$ cat config.mk
export PLATFORM = sky130hd
export DESIGN_NAME = fat32_dir_entry_matcher
export DESIGN_NICKNAME = d
export VERILOG_FILES = /design/src/fdm_pkg.sv /design/src/fat32_dir_entry_matcher.sv /design/src/fdm_cfg_regs.sv /design/src/fdm_entry_scan.sv /design/src/fdm_result_reg.sv
export SDC_FILE = /design/constraint.sdc
export NUM_CORES = 1
export LEC_CHECK = 0
export BUFFER_PORTS_ARGS = -buffer_cell sky130_fd_sc_hd__buf_2
export CORE_ASPECT_RATIO = 1.1
export CORE_MARGIN = 1
export CORE_UTILIZATION = 60
export CTS_CLUSTER_DIAMETER = 200
export DETAILED_ROUTE_END_ITERATION = 10
export GPL_TIMING_DRIVEN = 0
export PLACE_DENSITY = 0.84
export SLEW_MARGIN = 10
export SYNTH_ARGS = -nofsm -noshare
export SYNTH_HDL_FRONTEND = slang
export SYNTH_SLANG_ARGS = --single-unit
export TNS_END_PERCENT = 100
$ cat constraint.sdc
create_clock -name clk -period 14.1 [get_ports clk]
set_clock_uncertainty 0.1 [all_clocks]
set_input_delay 2.115 -clock clk [delete_from_list [all_inputs] [get_ports clk]]
set_output_delay 2.115 -clock clk [all_outputs]
set_load 0.02 [all_outputs]
$ cat src/fdm_pkg.sv
// Shared types and constants for the FAT32 directory entry matcher.
package fdm_pkg;

    // Search modes as held in the search_mode register and reported as match_kind
    localparam logic [1:0] MODE_FILE = 2'd0;
    localparam logic [1:0] MODE_DIR  = 2'd1;
    localparam logic [1:0] MODE_LIST = 2'd2;

    // Configuration register indexes
    localparam int unsigned CFG_INDEX_W = 3;
    localparam logic [CFG_INDEX_W-1:0] CFG_SEARCH_MODE   = 3'd0;
    localparam logic [CFG_INDEX_W-1:0] CFG_WANTED_NAME   = 3'd1;
    localparam logic [CFG_INDEX_W-1:0] CFG_WANTED_EXT    = 3'd2;
    localparam logic [CFG_INDEX_W-1:0] CFG_ROOT_CLUSTER  = 3'd3;
    localparam logic [CFG_INDEX_W-1:0] CFG_CLUSTER_SECTS = 3'd4;
    localparam logic [CFG_INDEX_W-1:0] CFG_DATA_START    = 3'd5;

    localparam int unsigned CFG_DATA_W = 64;

    // Entry layout
    localparam int unsigned POS_W = 5;
    localparam logic [POS_W-1:0] POS_EXT_FIRST   = 5'd8;
    localparam logic [POS_W-1:0] POS_EXT_MID     = 5'd9;
    localparam logic [POS_W-1:0] POS_EXT_LAST    = 5'd10;
    localparam logic [POS_W-1:0] POS_ATTR        = 5'd11;
    localparam logic [POS_W-1:0] POS_CLUS_HI_LO  = 5'd20;
    localparam logic [POS_W-1:0] POS_CLUS_HI_HI  = 5'd21;
    localparam logic [POS_W-1:0] POS_CLUS_LO_LO  = 5'd26;
    localparam logic [POS_W-1:0] POS_CLUS_LO_HI  = 5'd27;
    localparam logic [POS_W-1:0] POS_DIFF        = 5'd28;
    localparam logic [POS_W-1:0] POS_LAST        = 5'd31;

    localparam logic [7:0] SPACE_BYTE     = 8'h20;
    localparam logic [7:0] ATTR_DIRECTORY = 8'd16;

    typedef struct packed {
        logic [1:0]  search_mode;
        logic [63:0] wanted_name;
        logic [23:0] wanted_ext;
        logic [31:0] root_cluster;
        logic [7:0]  cluster_sectors;
        logic [31:0] data_start_sector;
    } cfg_t;

    typedef struct packed {
        logic [7:0] data_byte;
        logic       new_search;
    } in_item_t;

    typedef struct packed {
        logic [1:0]  match_kind;
        logic [31:0] first_cluster;
        logic [31:0] first_sector;
        logic [63:0] entry_name;
        logic [3:0]  entry_index;
    } out_item_t;

    // Matched entry handed from the scanner to the result stage
    typedef struct packed {
        logic        hit;
        logic [1:0]  kind;
        logic [31:0] cluster;
        logic [31:0] cluster_offset;
        logic [63:0] name;
        logic [3:0]  index;
    } hit_t;

endpackage

$ cat src/fat32_dir_entry_matcher.sv
// Top level of the FAT32 directory entry matcher.
//
// Directory sector bytes enter on the input channel (in_valid, in_stall,
// in_data), one byte per transfer. Set new_search on the first byte of a new
// search to restart at entry 0 and clear the found flag. Each 32-byte entry
// is compared against the configured name and extension under the current
// mode; at the entry's last byte a match loads one result into the output
// register (out_valid, out_stall, out_data) on the following clock edge.
// One byte is taken every cycle. The output register parts the two sides:
// bytes keep flowing while a result waits, and in_stall rises only when the
// next byte is an entry's last byte and the waiting result is still stalled.
// The first sector is the cluster offset (taken at byte 28) times sectors per
// cluster plus the data start, one 32x8 multiply before the output register.
// Configuration writes (cfg_valid, cfg_ready, cfg_index, cfg_data) are always
// ready and must be made while the block is idle, unchecked. Reset clears the
// position, entry counter and found flag, drops any pending result and sets
// the registers to their defaults (one sector per cluster, all others zero).
module fat32_dir_entry_matcher
(
    input  logic                                 clk,
    input  logic                                 rst_n,
    input  logic                                 in_valid,
    output logic                                 in_stall,
    input  fdm_pkg::in_item_t                    in_data,
    output logic                                 out_valid,
    input  logic                                 out_stall,
    output fdm_pkg::out_item_t                   out_data,
    input  logic                                 cfg_valid,
    output logic                                 cfg_ready,
    input  logic [fdm_pkg::CFG_INDEX_W-1:0]      cfg_index,
    input  logic [fdm_pkg::CFG_DATA_W-1:0]       cfg_data
);

    fdm_pkg::cfg_t cfg;
    fdm_pkg::hit_t hit;
    logic          at_last_byte;
    logic          take;

    assign cfg_ready = 1'b1;

    // Hold the byte that could report while the result slot stays blocked
    assign in_stall = at_last_byte && out_valid && out_stall;
    assign take     = in_valid && !in_stall;

    fdm_cfg_regs u_cfg_regs
    (
        .clk      (clk),
        .rst_n    (rst_n),
        .wr_en    (cfg_valid && cfg_ready),
        .wr_index (cfg_index),
        .wr_data  (cfg_data),
        .cfg      (cfg)
    );

    fdm_entry_scan u_entry_scan
    (
        .clk          (clk),
        .rst_n        (rst_n),
        .cfg          (cfg),
        .take         (take),
        .item         (in_data),
        .at_last_byte (at_last_byte),
        .hit          (hit)
    );

    fdm_result_reg u_result_reg
    (
        .clk   (clk),
        .rst_n (rst_n),
        .cfg   (cfg),
        .hit   (hit),
        .stall (out_stall),
        .valid (out_valid),
        .data  (out_data)
    );

endmodule

$ cat src/fdm_cfg_regs.sv
// Configuration register file of the FAT32 directory entry matcher.
module fdm_cfg_regs
(
    input  logic                                 clk,
    input  logic                                 rst_n,
    input  logic                                 wr_en,
    input  logic [fdm_pkg::CFG_INDEX_W-1:0]      wr_index,
    input  logic [fdm_pkg::CFG_DATA_W-1:0]       wr_data,
    output fdm_pkg::cfg_t                        cfg
);

    fdm_pkg::cfg_t cfg_reg;
    fdm_pkg::cfg_t cfg_next;

    // Decode the write index; writes beyond the list are dropped
    always_comb
    begin
        cfg_next = cfg_reg;
        if (wr_en)
        begin
            unique case (wr_index)
                fdm_pkg::CFG_SEARCH_MODE:   cfg_next.search_mode       = wr_data[1:0];
                fdm_pkg::CFG_WANTED_NAME:   cfg_next.wanted_name       = wr_data;
                fdm_pkg::CFG_WANTED_EXT:    cfg_next.wanted_ext        = wr_data[23:0];
                fdm_pkg::CFG_ROOT_CLUSTER:  cfg_next.root_cluster      = wr_data[31:0];
                fdm_pkg::CFG_CLUSTER_SECTS: cfg_next.cluster_sectors   = wr_data[7:0];
                fdm_pkg::CFG_DATA_START:    cfg_next.data_start_sector = wr_data[31:0];
                default:                    cfg_next = cfg_reg;
            endcase
        end
    end

    always_ff @(posedge clk or negedge rst_n)
    begin
        if (!rst_n)
        begin
            cfg_reg.search_mode       <= fdm_pkg::MODE_FILE;
            cfg_reg.wanted_name       <= '0;
            cfg_reg.wanted_ext        <= '0;
            cfg_reg.root_cluster      <= '0;
            cfg_reg.cluster_sectors   <= 8'd1;
            cfg_reg.data_start_sector <= '0;
        end
        else
        begin
            cfg_reg <= cfg_next;
        end
    end

    assign cfg = cfg_reg;

endmodule

$ cat src/fdm_entry_scan.sv
// Byte position tracking, name/extension compare and field capture per entry.
module fdm_entry_scan
(
    input  logic              clk,
    input  logic              rst_n,
    input  fdm_pkg::cfg_t     cfg,
    input  logic              take,
    input  fdm_pkg::in_item_t item,
    output logic              at_last_byte,
    output fdm_pkg::hit_t     hit
);

    logic [fdm_pkg::POS_W-1:0] pos_reg, pos_next;
    logic [3:0]                entry_reg, entry_next;
    logic                      matching_reg, matching_next;
    logic                      found_reg, found_next;
    logic [63:0]               name_reg, name_next;
    logic [31:0]               cluster_reg, cluster_next;
    logic [31:0]               offset_reg, offset_next;

    logic [fdm_pkg::POS_W-1:0] pos_eff;
    logic [3:0]                entry_eff;
    logic                      matching_eff;
    logic                      found_eff;
    logic [63:0]               name_eff;
    logic [31:0]               cluster_eff;
    logic [7:0]                b;
    logic [7:0]                name_want;
    logic [7:0]                ext_want;
    logic                      byte_ok;
    logic                      match_now;
    logic                      report;

    assign b = item.data_byte;

    // Apply a new search before this byte is taken
    always_comb
    begin
        pos_eff      = item.new_search ? '0    : pos_reg;
        entry_eff    = item.new_search ? '0    : entry_reg;
        matching_eff = item.new_search ? 1'b1  : matching_reg;
        found_eff    = item.new_search ? 1'b0  : found_reg;
        name_eff     = item.new_search ? '0    : name_reg;
        cluster_eff  = item.new_search ? '0    : cluster_reg;
    end

    // Pick the wanted byte for this position
    always_comb
    begin
        name_want = 8'(cfg.wanted_name >> {~pos_eff[2:0], 3'b000});
        case (pos_eff)
            fdm_pkg::POS_EXT_FIRST: ext_want = cfg.wanted_ext[23:16];
            fdm_pkg::POS_EXT_MID:   ext_want = cfg.wanted_ext[15:8];
            default:                ext_want = cfg.wanted_ext[7:0];
        endcase
    end

    // Test this byte under the current mode
    always_comb
    begin
        if (pos_eff < fdm_pkg::POS_EXT_FIRST)
        begin
            byte_ok = (cfg.search_mode == fdm_pkg::MODE_LIST) || (b == name_want);
        end
        else if (pos_eff <= fdm_pkg::POS_EXT_LAST)
        begin
            byte_ok = (cfg.search_mode == fdm_pkg::MODE_DIR) ? (b == fdm_pkg::SPACE_BYTE)
                                                             : (b == ext_want);
        end
        else if (pos_eff == fdm_pkg::POS_ATTR && cfg.search_mode == fdm_pkg::MODE_DIR)
        begin
            byte_ok = (b == fdm_pkg::ATTR_DIRECTORY);
        end
        else
        begin
            byte_ok = 1'b1;
        end
    end

    assign match_now = matching_eff && byte_ok;

    // Report at the last byte when matching and, unless listing, not yet found
    assign report = (pos_eff == fdm_pkg::POS_LAST) && match_now
                    && (cfg.search_mode == fdm_pkg::MODE_FILE
                        || cfg.search_mode == fdm_pkg::MODE_DIR
                        || cfg.search_mode == fdm_pkg::MODE_LIST)
                    && (cfg.search_mode == fdm_pkg::MODE_LIST || !found_eff);

    // Advance position, capture name and cluster bytes
    always_comb
    begin
        pos_next      = pos_reg;
        entry_next    = entry_reg;
        matching_next = matching_reg;
        found_next    = found_reg;
        name_next     = name_reg;
        cluster_next  = cluster_reg;
        offset_next   = offset_reg;
        if (take)
        begin
            matching_next = match_now;
            found_next    = found_eff;
            name_next     = name_eff;
            cluster_next  = cluster_eff;
            if (pos_eff < fdm_pkg::POS_EXT_FIRST)
            begin
                name_next = {name_eff[55:0], b};
            end
            case (pos_eff)
                fdm_pkg::POS_CLUS_LO_LO: cluster_next[7:0]   = b;
                fdm_pkg::POS_CLUS_LO_HI: cluster_next[15:8]  = b;
                fdm_pkg::POS_CLUS_HI_LO: cluster_next[23:16] = b;
                fdm_pkg::POS_CLUS_HI_HI: cluster_next[31:24] = b;
                default:                 cluster_next = cluster_next;
            endcase
            // Cluster is complete here; hold its offset from the root
            if (pos_eff == fdm_pkg::POS_DIFF)
            begin
                offset_next = cluster_eff - cfg.root_cluster;
            end
            if (pos_eff == fdm_pkg::POS_LAST)
            begin
                matching_next = 1'b1;
                pos_next      = '0;
                entry_next    = entry_eff + 4'd1;
                if (report && cfg.search_mode != fdm_pkg::MODE_LIST)
                begin
                    found_next = 1'b1;
                end
            end
            else
            begin
                pos_next   = pos_eff + 5'd1;
                entry_next = entry_eff;
            end
        end
    end

    always_ff @(posedge clk or negedge rst_n)
    begin
        if (!rst_n)
        begin
            pos_reg      <= '0;
            entry_reg    <= '0;
            matching_reg <= 1'b1;
            found_reg    <= 1'b0;
            name_reg     <= '0;
            cluster_reg  <= '0;
            offset_reg   <= '0;
        end
        else
        begin
            pos_reg      <= pos_next;
            entry_reg    <= entry_next;
            matching_reg <= matching_next;
            found_reg    <= found_next;
            name_reg     <= name_next;
            cluster_reg  <= cluster_next;
            offset_reg   <= offset_next;
        end
    end

    assign at_last_byte = (pos_reg == fdm_pkg::POS_LAST);

    always_comb
    begin
        hit.hit            = take && report;
        hit.kind           = cfg.search_mode;
        hit.cluster        = cluster_eff;
        hit.cluster_offset = offset_reg;
        hit.name           = name_eff;
        hit.index          = entry_eff;
    end

endmodule

$ cat src/fdm_result_reg.sv
// Sector computation and output register of the FAT32 directory entry matcher.
module fdm_result_reg
(
    input  logic               clk,
    input  logic               rst_n,
    input  fdm_pkg::cfg_t      cfg,
    input  fdm_pkg::hit_t      hit,
    input  logic               stall,
    output logic               valid,
    output fdm_pkg::out_item_t data
);

    logic               valid_reg, valid_next;
    fdm_pkg::out_item_t data_reg, data_next;
    logic [39:0]        product;

    // Scale the cluster offset to sectors and add the data area base
    assign product = hit.cluster_offset * cfg.cluster_sectors;

    always_comb
    begin
        valid_next = valid_reg;
        data_next  = data_reg;
        if (hit.hit)
        begin
            valid_next              = 1'b1;
            data_next.match_kind    = hit.kind;
            data_next.first_cluster = hit.cluster;
            data_next.first_sector  = product[31:0] + cfg.data_start_sector;
            data_next.entry_name    = hit.name;
            data_next.entry_index   = hit.index;
        end
        else if (!stall)
        begin
            valid_next = 1'b0;
        end
    end

    always_ff @(posedge clk or negedge rst_n)
    begin
        if (!rst_n)
        begin
            valid_reg <= 1'b0;
        end
        else
        begin
            valid_reg <= valid_next;
        end
    end

    always_ff @(posedge clk)
    begin
        data_reg <= data_next;
    end

    assign valid = valid_reg;
    assign data  = data_reg;

endmodule
==> flow_metrics.py <==
metrics = {
    "drt": {
        "drt-vias-per-instance": 5.76,
        "wirelength_um": 64800,
        "vias": 18159,
        "routed-wl-met3_um": 3490,
        "drt_first_pass_iters": 6,
        "detail_route.wirelength.met1_um": 25200,
        "post_drt_wl_per_cell_um": 20.5,
        "route.antenna.remaining_nets": 0,
        "initialDrtViolationCount": 1439,
        "wl_met2_um": 32300,
        "drc_errors": 0,
        "top_layer_used": "met5",
    },
    "cts": {
        "cts_sinks": 436,
        "cts.root.buffer_cell": "clkbuf_16",
        "tritoncts.num_buffers": 44,
        "cts_repair_resize_count": 0,
        "cts_tree": "done",
        "cts_post_setup_buffers_inserted": 0,
        "h-tree-depth": 2,
        "ctsLongestPathBuffers": 3,
        "clock_insertion_delay_worst_skew_ns": 0.59,
        "clk_pin_slew_worst_paths_ns": 0.06,
        "cts_hold_repair.buffers": 0,
    },
    "power": {
        "irDropWorstVdd_v": 0.000133,
        "power_density_mw_per_mm2": 114,
        "power.total_w": 0.00339,
        "leakagePower_nw": 13.9,
    },
    "critical_path": {
        "reg2reg_to": "u_result_reg.data[99]",
        "worst_r2r_startpoint": "u_cfg_regs.cfg[36]",
        "path_common_cell": "clkbuf_1",
        "timing.critical_path.from": "in_data[0]",
        "cpMaxStageDelayCell": "clkbuf_1",
        "critPathArrivalTime_ns": 7.85,
        "critPathMaxStageDelay_ns": 0.53,
        "setup_crit_path_kind": "in -> reg",
        "critical_path.cell_chain": "buf_2, clkbuf_1, clkbuf_1, buf_1, clkbuf_1, clkbuf_1, nor2b_1, ha_1, and4_1, nand3_1, nor4b_1, a21oi_1, a21oi_1, a211oi_1, o41a_1, xnor2_1, o21ai_1",
        "crit_required_ns": 14.45,
        "end_kind": "flop",
        "worst_setup_path_start_kind": "primary input",
        "timing.reg2reg.worst_path_depth": 19,
        "crit_fanout": 10,
        "worst-r2r-setup-slack_ns": 7.77,
    },
    "logic_synthesis": {
        "synth_seq_cells": 436,
        "synth_top_cells_by_area": "dfrtp_1 29%, edfxtp_1 15%, fa_1 14%",
        "synth-edff-count": 134,
        "synth_area_in_adders_pct": 17.9,
        "syn-instance-count": 2278,
        "synth_top_area_share_pct": 28.5,
        "synth_mux_area_share_pct": 10.9,
        "syn-cell-area_mm2": 0.0263,
        "distinct_cell_type_count_after_synthesis": 76,
        "synth.net_count": 2624,
        "syn-mean-instance-area_um2": 11.6,
        "synth_top_family_by_area": "adder cells",
        "async_reset_ff_share_pct": 69.3,
        "synth_compound_area_share_pct": 7.19,
        "yosys_warnings": 0,
        "synth_xor_area_share_pct": 2.63,
        "synth_largest_area_cell": "dfrtp_1",
        "register_area_share_after_synthesis_pct": 44.0,
        "synthFlopType": "dfrtp_1",
        "synth-simple-area-share_pct": 11.8,
    },
    "die": {
        "start_util_pct": 60.7,
        "rows": 80,
        "design.die.area_mm2": 0.0447,
        "floorplan.core_area_mm2": 0.0433,
        "pin_count": 218,
        "die_height_um": 222,
        "die_w_um": 202,
    },
    "sta": {
        "final.setup.worst_slack_ns": 6.60,
        "fin_crit_ns": 7.50,
        "timing.setup.tns_ns": 0,
        "achievable-frequency_ghz": 0.133,
        "rsz0062_at_grt": "no",
        "timing.slew.headroom_pct": 32.9,
        "slew_viol_final": 0,
        "timing_hold_violations_final": 0,
        "hold_ws_ns": 0.385,
        "report.final.setup_viol": 0,
        "final.period_utilization_pct": 53.2,
        "worstMarginPinSlew_ns": 1.00,
    },
    "cells_and_area": {
        "largest_register_ff_count": 162,
        "layout_commonest_cell": "dfrtp_1",
        "layout-area-overhead-vs-synth_pct": 13.3,
        "most-common-layout-cells": "300 x dfrtp_1, 277 x inv_1, 209 x buf_2, 190 x mux2_2, 187 x fa_1",
        "layout.nets": 2887,
        "final_layout_size_suffix_gt1_share_pct": 19.9,
        "multiInputGateArea_mm2": 0.0133,
        "n_fill_cell": 3066,
        "seq_area_mm2": 0.0116,
    },
    "min_path": {
        "hold_path.startpoint": "u_entry_scan.name_reg[7]",
        "class_of_the_tightest_hold_or_removal_check": "reg -> reg",
        "holdPathStages": 1,
        "worst_hold_path.endpoint": "u_entry_scan.name_reg[7]",
    },
    "placement": {
        "detailedPlace.worstSlack_ns": 6.19,
        "dp_hpwl_um": 50000,
        "numPortBuffers": 206,
        "gp_congestion": 0.972,
    },
    "global_routing": {
        "global_route.overflow_total": 0,
        "globalRouteTotalUtil_pct": 29.9,
        "initial_antenna_violation_count": 5,
        "first_global_vias": 19029,
        "grt_start_max_net_pins": 93,
        "grt_pass1_wl_um": 103000,
    },
    "run_status": {
        "run_status": "finished, final reports clean",
    },
    "run": {
        "drv_cap": 0,
    },
}
==> layout make-up <==
| type | count | share of cell area (%) |
|---|---|---|
| buffer | 101 | 1.38 |
| timing repair buffer | 217 | 4.21 |
| tap | 574 | 2.41 |
| antenna | 6 | 0.0504 |
| multi-input combinational | 1461 | 44.6 |
| clock inverter | 26 | 1.13 |
| sequential | 436 | 38.9 |
| clock buffer | 53 | 3.84 |
| inverter | 280 | 3.53 |
==> power breakdown <==
group          internal [W]  leakage, nW  total [W]  switching (W)
Combinational      0.000284         8.05   0.000667       0.000383
Clock              0.000683        0.713    0.00120       0.000515
Sequential          0.00143         5.14    0.00152      0.0000866
==> worst max-delay path: cells and delay by family <==
kind / cells / cell delay [ns]
AOI/OAI and AO/OA: 5 / 1.37
xor gates and xnor gates: 1 / 0.29
adders and majority gates: 1 / 0.47
buffers and inverters: 6 / 2.55
and+or+nand+nor: 4 / 1.03
==> cells by family after synthesis <==
family / count (synthesis)
AOI/OAI and AO/OA: 281
xor gates and xnor gates: 79
adders and majority gates: 265
buffers and inverters: 381
DFF: 436
muxes: 252
other: 1
and+or+nand+nor: 583
==> worst max path at each step <==
stage                                       end  slack [ns]
detailed placement  u_entry_scan.offset_reg[31]        6.19
CTS                 u_entry_scan.offset_reg[31]        6.74
global placement          u_result_reg.data[99]        1.02
finish              u_entry_scan.offset_reg[31]        6.60
global route        u_entry_scan.offset_reg[31]        6.33
floorplan                  u_result_reg.data[0]        4.07
==> stage by stage <==
| stage | area (um^2) | utilization (%) | instances |
|---|---|---|---|
| after CTS | 29800 | 68.7 | 3148 |
| after global placement | 28100 | 64.8 | 3058 |
| final | 29800 | 68.8 | 3154 |
| after detailed placement | 28300 | 65.3 | 3069 |
| after floorplan | 26300 | - | 2278 |
| after global routing | 29800 | 68.8 | 3151 |
==> synth_stat cells (all sizes together) (7+ instances only) <==
library cell and number:
ha 78, fa 187, o31ai 12, mux2 230
nor2b 110, nor3b 9, nand2b 14, and2 140
xor2 31, edfxtp 134, clkbuf 85, a21o 16
a211oi 8, mux2i 18, xnor2 48, nor3 23
a22o 26, a221oi 7, nand3 16, dfrtp 300
nand2 187, o21a 9, inv 280, buf 16
a22oi 8, a21oi 62, and3 15, nor2 39
o21ai 77, nand4 9
==> metal layers <==
metal / global-route usage [%] / up-vias
met1: 36.6 / 9131
met5: 0 / -
li1: - / 8125
met3: 4.70 / 192
met2: 51.1 / 709
met4: 15.7 / 2
Power figures use the tool's default switching activity.
